## config.mk

```make
export PLATFORM = sky130hd
export DESIGN_NAME = sorted_packed_fingerprint_store_unit
export DESIGN_NICKNAME = d
export VERILOG_FILES = /design/src/rtl/core/spfs_pkg.sv /design/src/rtl/core/spfs_cell.sv /design/src/rtl/core/sorted_packed_fingerprint_store_unit.sv
export SDC_FILE = /design/constraint.sdc
export NUM_CORES = 1
export LEC_CHECK = 0
export BUFFER_PORTS_ARGS = -buffer_cell sky130_fd_sc_hd__clkbuf_2
export CORE_ASPECT_RATIO = 0.9
export CORE_MARGIN = 1.5
export CORE_UTILIZATION = 55
export CTS_CLUSTER_SIZE = 40
export DETAILED_ROUTE_END_ITERATION = 6
export PLACE_DENSITY_LB_ADDON = 0.2
export SLEW_MARGIN = 15
export SYNTH_ARGS = -nofsm -noshare
export SYNTH_HDL_FRONTEND = slang
export SYNTH_SLANG_ARGS = --single-unit
```

## constraint.sdc

```tcl
create_clock -name clock -period 5.1 [get_ports clock]
set_input_delay 0.51 -clock clock [delete_from_list [all_inputs] [get_ports clock]]
set_output_delay 0.51 -clock clock [all_outputs]
set_load 0.02 [all_outputs]
```

## src/rtl/core/spfs_pkg.sv

```systemverilog
// package for the sorted packed fingerprint store
// holds field structs, operation codes, default sizes and the cell control struct
// no dependencies
package spfs_pkg;

   localparam int MAX_ENTRIES_DEFAULT = 32;
   localparam int FP_BITS_DEFAULT     = 8;

   localparam int FUNC_W     = 2;
   localparam int IDX_FIELD_W = 6;
   localparam int FP_FIELD_W  = 8;

   localparam logic [FUNC_W-1:0] FUNC_LOOKUP = 2'd0;
   localparam logic [FUNC_W-1:0] FUNC_INSERT = 2'd1;
   localparam logic [FUNC_W-1:0] FUNC_REMOVE = 2'd2;

   typedef struct packed {
      logic [FUNC_W-1:0]      func;
      logic [IDX_FIELD_W-1:0] run_start;
      logic [IDX_FIELD_W-1:0] run_end;
      logic [FP_FIELD_W-1:0]  fingerprint;
   } req_type;

   typedef struct packed {
      logic                   found;
      logic [IDX_FIELD_W-1:0] slot;
      logic [IDX_FIELD_W-1:0] occupancy;
   } rsp_type;

   // broadcast control from the sequencer to every cell
   typedef struct packed {
      logic capture;     // latch compare flags for a new transfer
      logic shift_up;    // insert: open a gap at the slot
      logic shift_down;  // found remove: close the gap at the slot
   } cell_ctrl_type;

endpackage

```

## src/rtl/core/spfs_cell.sv

```systemverilog
// one storage cell of the fingerprint chain
// holds one entry, its compare flags, and passes the slot marker to the next cell
// depends on spfs_pkg
module spfs_cell #(
   parameter int CELL_IDX = 0,
   parameter int FP_BITS  = spfs_pkg::FP_BITS_DEFAULT,
   parameter int CNT_W    = 6
) (
   input  logic                   clock,
   input  logic                   reset,
   input  spfs_pkg::cell_ctrl_type ctrl,
   input  logic [FP_BITS-1:0]     fp,
   input  logic [CNT_W-1:0]       run_lo,
   input  logic [CNT_W-1:0]       run_hi,
   input  logic [CNT_W-1:0]       base,
   input  logic                   prior_in,
   output logic                   prior_out,
   input  logic [FP_BITS-1:0]     lower_entry,
   input  logic [FP_BITS-1:0]     upper_entry,
   output logic [FP_BITS-1:0]     entry,
   output logic                   at_slot,
   output logic                   found
);
   import spfs_pkg::*;

   localparam logic [CNT_W-1:0] MY_IDX = CNT_W'(CELL_IDX);

   logic [FP_BITS-1:0] entry_ff, entry_in;
   logic               mark_ff, mark_in;
   logic               eq_ff, eq_in;
   logic               in_run;

   assign in_run  = (MY_IDX >= run_lo) && (MY_IDX < run_hi);
   assign mark_in = (in_run && (fp <= entry_ff)) || (MY_IDX == base);
   assign eq_in   = in_run && (fp == entry_ff);

   assign at_slot   = mark_ff & ~prior_in;
   assign prior_out = prior_in | mark_ff;
   assign found     = at_slot & eq_ff;
   assign entry     = entry_ff;

   always_comb begin
      entry_in = entry_ff;
      if (ctrl.shift_up) begin
         if (at_slot) begin
            entry_in = fp;
         end else if (prior_in) begin
            entry_in = lower_entry;
         end
      end else if (ctrl.shift_down) begin
         if (at_slot || prior_in) begin
            entry_in = upper_entry;
         end
      end
   end

   always_ff @(posedge clock) begin
      if (reset) begin
         entry_ff <= '0;
         mark_ff  <= 1'b0;
         eq_ff    <= 1'b0;
      end else begin
         entry_ff <= entry_in;
         if (ctrl.capture) begin
            mark_ff <= mark_in;
            eq_ff   <= eq_in;
         end
      end
   end

endmodule

```

## src/rtl/core/sorted_packed_fingerprint_store_unit.sv

```systemverilog
// top level of the sorted packed fingerprint store
// a row of spfs_cell instances plus the sequencer, count and result register
// depends on spfs_pkg and spfs_cell
//
// A transfer runs in a compare cycle and an update cycle: the first latches, in every cell
// at once, whether its entry lies in the run and is at least the fingerprint;
// the update cycle ripples the slot marker along the cell chain, shifts the
// entries for an insert or a found remove, and loads the result register. busy
// is high only in that update cycle, so no new transfer is taken while busy,
// but one can be taken while the previous result is on the rsp_ ports. The result
// is presented for exactly one cycle with rsp_valid high, in the cycle right
// after the busy cycle, starting at the edge where busy drops; the receiver
// cannot stall it and must take it then. The split into compare and update
// cycles is set by the registered compare flags in the cells and the marker
// chain through all MAX_ENTRIES cells in the update cycle.
module sorted_packed_fingerprint_store_unit #(
   parameter int MAX_ENTRIES = spfs_pkg::MAX_ENTRIES_DEFAULT,
   parameter int FP_BITS     = spfs_pkg::FP_BITS_DEFAULT
) (
   input  logic              clock,
   input  logic              reset,
   input  logic              start,
   output logic              busy,
   input  spfs_pkg::req_type req,
   output logic              rsp_valid,
   output spfs_pkg::rsp_type rsp
);
   import spfs_pkg::*;

   // wide enough to hold MAX_ENTRIES itself
   localparam int CNT_W = $clog2(MAX_ENTRIES + 1);
   localparam logic [CNT_W-1:0] MAX_IDX = CNT_W'(MAX_ENTRIES);

   // sequencer and transfer state
   logic               busy_ff, busy_in;
   logic [FUNC_W-1:0]  func_ff;
   logic [FP_BITS-1:0] fp_ff;
   logic [CNT_W-1:0]   base_ff;
   logic [CNT_W-1:0]   count_ff, count_in;
   logic               rsp_valid_ff;
   rsp_type            rsp_ff, rsp_in;

   logic               accept;
   logic [CNT_W-1:0]   run_lo, run_hi, base;
   logic [FP_BITS-1:0] req_fp, fp_bus;
   cell_ctrl_type      ctrl;

   // chain wiring
   logic [FP_BITS-1:0] entry_q [MAX_ENTRIES];
   logic               prior   [MAX_ENTRIES+1];
   logic [MAX_ENTRIES-1:0] at_vec, found_vec;

   logic               found_any, any_at;
   logic [CNT_W-1:0]   slot_enc, slot_val;

   assign accept = start & ~busy_ff;
   assign busy   = busy_ff;

   // clamp run bounds to the store size; unused high fingerprint bits dropped
   always_comb begin
      if (32'(req.run_start) > 32'(MAX_ENTRIES)) begin
         run_lo = MAX_IDX;
      end else begin
         run_lo = CNT_W'(req.run_start);
      end
      if (32'(req.run_end) > 32'(MAX_ENTRIES)) begin
         run_hi = MAX_IDX;
      end else begin
         run_hi = CNT_W'(req.run_end);
      end
      // slot when nothing in the run qualifies; an empty or reversed run uses its start
      base   = (run_lo >= run_hi) ? run_lo : run_hi;
      req_fp = FP_BITS'(req.fingerprint);
   end

   // compare uses the incoming fingerprint, the update cycle uses the held one
   assign fp_bus = busy_ff ? fp_ff : req_fp;

   assign ctrl.capture    = accept;
   assign ctrl.shift_up   = busy_ff && (func_ff == FUNC_INSERT);
   assign ctrl.shift_down = busy_ff && (func_ff == FUNC_REMOVE) && found_any;

   assign prior[0] = 1'b0;

   for (genvar i = 0; i < MAX_ENTRIES; i++) begin : g_cell
      logic [FP_BITS-1:0] lower, upper;
      if (i == 0) begin : g_first
         assign lower = '0;
      end else begin : g_mid_lo
         assign lower = entry_q[i-1];
      end
      // zero shifts into the top cell on a remove
      if (i == MAX_ENTRIES - 1) begin : g_last
         assign upper = '0;
      end else begin : g_mid_hi
         assign upper = entry_q[i+1];
      end

      spfs_cell #(
         .CELL_IDX (i),
         .FP_BITS  (FP_BITS),
         .CNT_W    (CNT_W)
      ) u_cell (
         .clock       (clock),
         .reset       (reset),
         .ctrl        (ctrl),
         .fp          (fp_bus),
         .run_lo      (run_lo),
         .run_hi      (run_hi),
         .base        (base),
         .prior_in    (prior[i]),
         .prior_out   (prior[i+1]),
         .lower_entry (lower),
         .upper_entry (upper),
         .entry       (entry_q[i]),
         .at_slot     (at_vec[i]),
         .found       (found_vec[i])
      );
   end

   // one-hot slot marker to an index
   always_comb begin
      slot_enc = '0;
      for (int i = 0; i < MAX_ENTRIES; i++) begin
         if (at_vec[i]) begin
            slot_enc = slot_enc | CNT_W'(i);
         end
      end
   end

   assign found_any = |found_vec;
   assign any_at    = |at_vec;
   // no marked cell means the slot lies at the top of the store
   assign slot_val  = any_at ? slot_enc : base_ff;

   // occupancy saturates at both ends
   always_comb begin
      count_in = count_ff;
      if (ctrl.shift_up || (busy_ff && (func_ff == FUNC_INSERT))) begin
         if (count_ff < MAX_IDX) begin
            count_in = count_ff + CNT_W'(1);
         end
      end else if (ctrl.shift_down) begin
         if (count_ff != '0) begin
            count_in = count_ff - CNT_W'(1);
         end
      end
   end

   always_comb begin
      rsp_in.found     = found_any;
      rsp_in.slot      = IDX_FIELD_W'(slot_val);
      rsp_in.occupancy = IDX_FIELD_W'(count_in);
   end

   always_comb begin
      busy_in = busy_ff;
      if (accept) begin
         busy_in = 1'b1;
      end else if (busy_ff) begin
         busy_in = 1'b0;
      end
   end

   always_ff @(posedge clock) begin
      if (reset) begin
         busy_ff      <= 1'b0;
         count_ff     <= '0;
         rsp_valid_ff <= 1'b0;
      end else begin
         busy_ff      <= busy_in;
         count_ff     <= count_in;
         rsp_valid_ff <= busy_ff;
      end
   end

   // transfer payload, no reset needed
   always_ff @(posedge clock) begin
      if (accept) begin
         func_ff <= req.func;
         fp_ff   <= req_fp;
         base_ff <= base;
      end
      if (busy_ff) begin
         rsp_ff <= rsp_in;
      end
   end

   assign rsp_valid = rsp_valid_ff;
   assign rsp       = rsp_ff;

endmodule

```

# == Word-level counts from Yosys, hierarchy flattened ==
# Index checks and enable logic that the tools add are counted.
# totals
wordCells,1185
ff_bits,357
# classes
order_cmp,100
reduce_logical,232
eq_ne,96
muxes,524
n_bitwise,126
add_sub_neg,2
# ops
op,n
8-bit 2-to-1 mux,350
8-bit equality test,32
8-bit less-or-equal comparator,32
1-bit 2-to-1 mux,132
1-bit logical AND,99
"5-bit by 6-bit equality test with 1-bit output, first input constant",16
"5-bit by 6-bit >= comparator with 1-bit output, first input constant",16
"5-bit by 6-bit < comparator with 1-bit output, first input constant",16
"3-bit by 1-bit inequality test with 1-bit output, second input constant",31
3-bit AND reduction,31
5-bit 2-to-1 mux,16
6-bit 2-to-1 mux,12
2-bit nonzero test,34
1-bit bitwise AND,64
32-bit OR reduction,2
1-bit logical OR,63
"4-bit by 6-bit equality test with 1-bit output, first input constant",8
"4-bit by 6-bit >= comparator with 1-bit output, first input constant",8
"4-bit by 6-bit < comparator with 1-bit output, first input constant",8
4-bit 2-to-1 mux,8
1-bit NOT,32
1-bit OR,30
"3-bit by 6-bit equality test with 1-bit output, first input constant",4
"3-bit by 6-bit >= comparator with 1-bit output, first input constant",4
19 further kinds,32

# == Longest topological paths before layout ==
# logic_depth
ltp_word,40
ltp_mapped,13
ltp_nobuf,12

# == Cells and area by module ==
# A second synthesis with hierarchy kept.
# hier_totals
hier_cells,3245
hier_area_um2,26943.3
# by_module_without_submodules
mod,cells_per_inst,area_each_um2,seq_area_each_um2,n_inst
sorted_packed_fingerprint_store_unit,194,2104.5,1031.0,1
spfs_cell (g_cell[18].u_cell ...),96,765.7,200.2,2
spfs_cell (g_cell[16].u_cell ...),96,760.7,200.2,2
spfs_cell (g_cell[22].u_cell),100,863.3,200.2,1
spfs_cell (g_cell[20].u_cell),100,860.8,200.2,1
spfs_cell (g_cell[8].u_cell),100,844.6,200.2,1
spfs_cell (g_cell[24].u_cell),99,828.3,200.2,1
spfs_cell (g_cell[30].u_cell),98,792.0,200.2,1
spfs_cell (g_cell[7].u_cell),90,787.0,200.2,1
spfs_cell (g_cell[23].u_cell),91,785.8,200.2,1
spfs_cell (g_cell[12].u_cell),97,783.3,200.2,1
spfs_cell (g_cell[6].u_cell),96,780.7,200.2,1
spfs_cell (g_cell[14].u_cell),96,778.2,200.2,1
spfs_cell (g_cell[5].u_cell),95,777.0,200.2,1
+17 rows,--,--,--,--

# == Worst setup path after synthesis ==
# Ideal clock, no wire load.
# synth_path
path_kind,flip-flop to flip-flop
start,reg busy_ff (netlist: busy)
end,reg g_cell[26].u_cell.mark_ff
arrival_time_ps,4189
stages_incl_launch_ff,14
required_time_ps,5030
slack_ps,841
cell_sequence,dfxtp_1 > clkbuf_1 > buf_1 > mux2i_1 > clkbuf_1 > ha_1 > nor2b_1 > o21a_1 > o21a_1 > o21a_1 > o21ai_0 > a21oi_1 > or3_1 > a21oi_1
# synth_between
elab_chain_cells,6
elab_cells_between_ends,9
classes_between,order compare (1); mux (3); bitwise (2); reduce/logical (3)
# synth_lines
element,line_no,text
"start, declared",sorted_packed_fingerprint_store_unit.sv:35,"logic busy_ff, busy_in;"
"start signal, assigned",sorted_packed_fingerprint_store_unit.sv:171,busy_ff <= busy_in;
8-bit 2-to-1 mux,sorted_packed_fingerprint_store_unit.sv:77,assign fp_bus = busy_ff ? fp_ff : req_fp;
8-bit less-or-equal comparator,spfs_cell.sv:34,assign mark_in = (in_run && (fp <= entry_ff)) || (MY_IDX == base);
1-bit logical AND,spfs_cell.sv:34,
1-bit logical OR,spfs_cell.sv:34,
1-bit 2-to-1 mux,spfs_cell.sv:64,if (ctrl.capture) begin
1-bit 2-to-1 mux,spfs_cell.sv:58,if (reset) begin
"end signal, assigned",spfs_cell.sv:65,mark_ff <= mark_in;
"end, declared",spfs_cell.sv:29,"logic mark_ff, mark_in;"
# Parallel ways exist; a longest one is shown, timed or not. The select of a mux whose other input is x is not followed.
# A chain may end at the register's enable or synchronous reset.

# == Worst setup path in the final report ==
# layout_path
start,reg g_cell[3].u_cell.mark_ff
end,reg g_cell[23].u_cell.entry_ff[0]
# layout_between
elab_chain_cells,35
elab_cells_between_ends,124
classes_between,eq/ne (1); mux (3); bitwise (114); reduce/logical (6)
# layout_lines
element,line_no,text
"start, declared",spfs_cell.sv:29,
"start signal, assigned",spfs_cell.sv:65,
1-bit OR (28 in series),spfs_cell.sv:38,assign prior_out = prior_in | mark_ff;
1-bit NOT,spfs_cell.sv:37,assign at_slot = mark_ff & ~prior_in;
1-bit bitwise AND,spfs_cell.sv:37,
1-bit bitwise AND,spfs_cell.sv:39,assign found = at_slot & eq_ff;
32-bit OR reduction,sorted_packed_fingerprint_store_unit.sv:131,assign found_any = |found_vec;
1-bit logical AND,sorted_packed_fingerprint_store_unit.sv:81,assign ctrl.shift_down = busy_ff && (func_ff == FUNC_REMOVE) && found_any;
2-bit nonzero test (no line),--,
3-bit AND reduction (no line),--,
"end signal, assigned",spfs_cell.sv:63,entry_ff <= entry_in;
"end, declared",spfs_cell.sv:28,"logic [FP_BITS-1:0] entry_ff, entry_in;"
# Parallel ways exist; a longest one is shown, timed or not. The select of a mux whose other input is x is not followed.

==> flow_summary_export.csv <==
group,metric,value,unit
floorplan,die_w,232,um
sta,finalCritPeriodShare,78.1,%
global_routing,use_met3,7.51,%
placed_design,port-buffer-count,39,
worst_setup_path,cp_top_family,"simple AND/OR/NAND/NOR gates",
yosys,yosysTopAreaCell,"dfxtp_1",
global_routing,top_usage_layer,"met2",
yosys,yosysMostFrequentCell,"nor2_1",
cells_and_area,fillers,4208,
status,violations,"DRC",
placed_design,dpl-instance-area,26700,um^2
yosys,ys_seq_area_share,28.5,%
yosys,synth_flop_cell,"dfxtp_1",
worst_setup_path,reg2reg_from,"g_cell[3].u_cell.mark_ff",
yosys,async_reset_ff_share,0,%
clocking,cts_setup_buffers,0,
yosys,yosysTopAreaCellShare,25.2,%
worst_setup_path,path_depth,9,
flow_run,drv_cap,0,
route,via_per_inst,6.61,
cells_and_area,area_growth,7.84,%
worst_setup_path,crit_end,"g_cell[23].u_cell.entry[0]",
global_routing,grt_pass1_wl,141000,um
worst_setup_path,r2r_slack,1.12,ns
worst_setup_path,crit_top_cell,"nor4_4",
worst_setup_path,crit_chain,"nor4_4 -> nand4_4 -> or4_1 -> o32ai_4 -> nor4_4 -> buf_12 -> a211oi_2 -> nor2_1 -> a211oi_1",
sta,hold_violations,0,
clocking,cts_buffers,43,
floorplan,io_pins,40,
cells_and_area,final_area,28100,um^2
sta,slew_violations,0,
floorplan,die_area,48700,um^2
clocking,cts_hold_buf,0,
sta,setup_viol,0,
route,vias,25720,
route,drt_wl_total,91600,um
min_path,min_from,"req[21]",
global_routing,overflow,0,
global_routing,grt_antenna_before_repair,2,
worst_setup_path,setup.worst_path.start,"g_cell[3].u_cell.mark_ff",
cells_and_area,final_util,60.1,%
yosys,synthTopCellsByArea,"dfxtp_1 25%, a211oi_1 13%, ha_1 13%",
worst_setup_path,crit_type,"reg -> reg",
worst_setup_path,arrival,4.46,ns
sta,relSlewSlack,27.2,%
placed_design,gp_congestion,1.02,
yosys,synth_warnings,0,
clocking,cts.sinks,357,
worst_setup_path,r2r-end,"g_cell[23].u_cell.entry[0]",
yosys,synth.distinct_cells,81,
sta,fin_setup_tns,0,ns
clocking,clockBufferDepth,3,
clocking,clock_latency,0.59,ns
global_routing,grt_pass1_vias,24375,
worst_setup_path,slowest_stage,"or4_1",
clocking,cts_max_level,2,
route,drc,9,
route,drt-pass1-iter-count,7,
cells_and_area,drive_gt1_share,8.73,%
clocking,cts_tree,"built",
sta,worstMarginPinSlew,1.09,ns
worst_setup_path,max_stage_delay,0.89,ns
power,vdd_drop_max,0.227,mV
global_routing,use_met2,58.2,%
cells_and_area,finalNetCount,3536,
route,ant_nets,0,
worst_setup_path,cp-start-kind,"register",
clocking,cts_root_buffer,"clkbuf_16",
yosys,syn_inst,3338,
worst_setup_path,ff2ff_path_depth,9,
worst_setup_path,crit_buf_inv,1,
cells_and_area,n_antenna_cell,0,
worst_setup_path,end_kind,"register",
floorplan,core_area,46700,um^2
clocking,clk_pin_slew,0.06,ns
power,p_leak,9.05,nW
yosys,syn_avg_cell_area,7.81,um^2
sta,rsz0062_at_grt,"no",
yosys,ys_seq_elements,357,
yosys,syn-num-nets,3628,
global_routing,grtUsageMet1,49.2,%
route,drt-initial-drc-count,2668,
yosys,synthesis.area,26100,um^2
min_path,hold_class,"in -> reg",
sta,hold_slack,0.104,ns
clocking,post_cts_resized,0,
worst_setup_path,critPathMaxFanout,27,
global_routing,track_usage,37.1,%
sta,fin_crit,3.98,ns
floorplan,row_count,75,
sta,fmax,0.251,GHz
sta,skew,0.0155,ns
status,status,"finished with violations",
power,power_density,281,nW/um^2
worst_setup_path,required,5.58,ns
floorplan,die_h,210,um
placed_design,dp.final_hpwl,65200,um
yosys,ys_top_cells_by_count,"600 x nor2_1, 443 x a211oi_1, 338 x a21oi_1",
route,wl_per_cell,23.5,um
floorplan,start_util,55.8,%
yosys,synth-edff-count,29,
global_routing,grt_max_degree,170,
==> worst min-delay path by stage <==
stage	end	slack, ns	cells after the start
after CTS	func_ff[1]	0.09	1
after detailed placement	g_cell[28].u_cell.eq_ff	0.44	2
after floorplan	g_cell[28].u_cell.eq_ff	0.42	2
after global placement	g_cell[28].u_cell.eq_ff	0.44	2
final	func_ff[1]	0.10	1
after global routing	func_ff[0]	0.11	1
==> power by group <==
group / switching [W] / leakage [nW] / internal, W
Sequential: 0.000126 / 2.93 / 0.00293
Clock: 0.00130 / 0.712 / 0.00188
Combinational: 0.00111 / 5.41 / 0.000561
==> kinds of logic after synthesis <==
group,count (synthesis),synth area share [%]
flops,357,28.5
compound gates,1114,29.3
buf+inv,485,7.57
mux,36,1.40
fa+ha+maj,265,12.7
simple gates,1081,20.4
==> placed cells by master, fill, tap and decap left out, types with 10 or more instances in the layout <==
master	n
and2_1	17
nor4_1	10
clkbuf_16	45
clkbuf_2	38
ha_1	265
mux2i_1	24
inv_1	239
a221oi_1	10
nor3_1	52
nor2b_1	52
a22o_1	10
a21oi_1	338
or3_1	13
dfxtp_1	327
a21o_1	20
buf_4	52
o21ai_0	85
o211ai_1	16
edfxtp_1	29
a211oi_2	38
nor3_4	25
nand2_1	111
nor2_1	599
nand4_1	70
a211oi_1	443
and3_1	15
nand2b_1	20
nand3_1	36
o21a_1	62
==> state kept, by name, summed over array words and instances (netlist names) <==
register,count
g_cell.u_cell.entry,256
fp_ff,8
count_ff,6
rsp_valid,1
base_ff,6
rsp,13
g_cell.u_cell.mark_ff,32
func_ff,2
busy,1
g_cell.u_cell.eq_ff,32
==> per-layer routing <==
metal | routed length, um | vias to the layer above | share of wire [%]
met4 | 4170 | 2 | 4.6
met5 | 13 | - | 0.014
met2 | 40500 | 1178 | 44
met1 | 38600 | 12273 | 42
met3 | 8300 | 272 | 9.1
li1 | - | 11995 | -
==> area by class of cell <==
cell class / count / area (um^2) / share of cell area (%)
clock inverter: 15 / 149 / 0.530
sequential: 357 / 7440 / 26.5
timing repair buffer: 98 / 736 / 2.62
multi-input combinational: 2496 / 16800 / 59.8
clock buffer: 60 / 1270 / 4.53
inverter: 250 / 938 / 3.34
tap: 616 / 771 / 2.74
==> through the flow <==
step | instances | setup WS [ns] | total power [W]
after floorplan | 3338 | 0.841 | 0.00418
after global routing | 3892 | 0.742 | 0.00819
after global placement | 3817 | 1.22 | 0.00468
after detailed placement | 3817 | 1.09 | 0.00473
final | 3892 | 1.12 | 0.00791
after CTS | 3892 | 1.12 | 0.00788
Note: power is estimated with default switching activity, not from simulation.
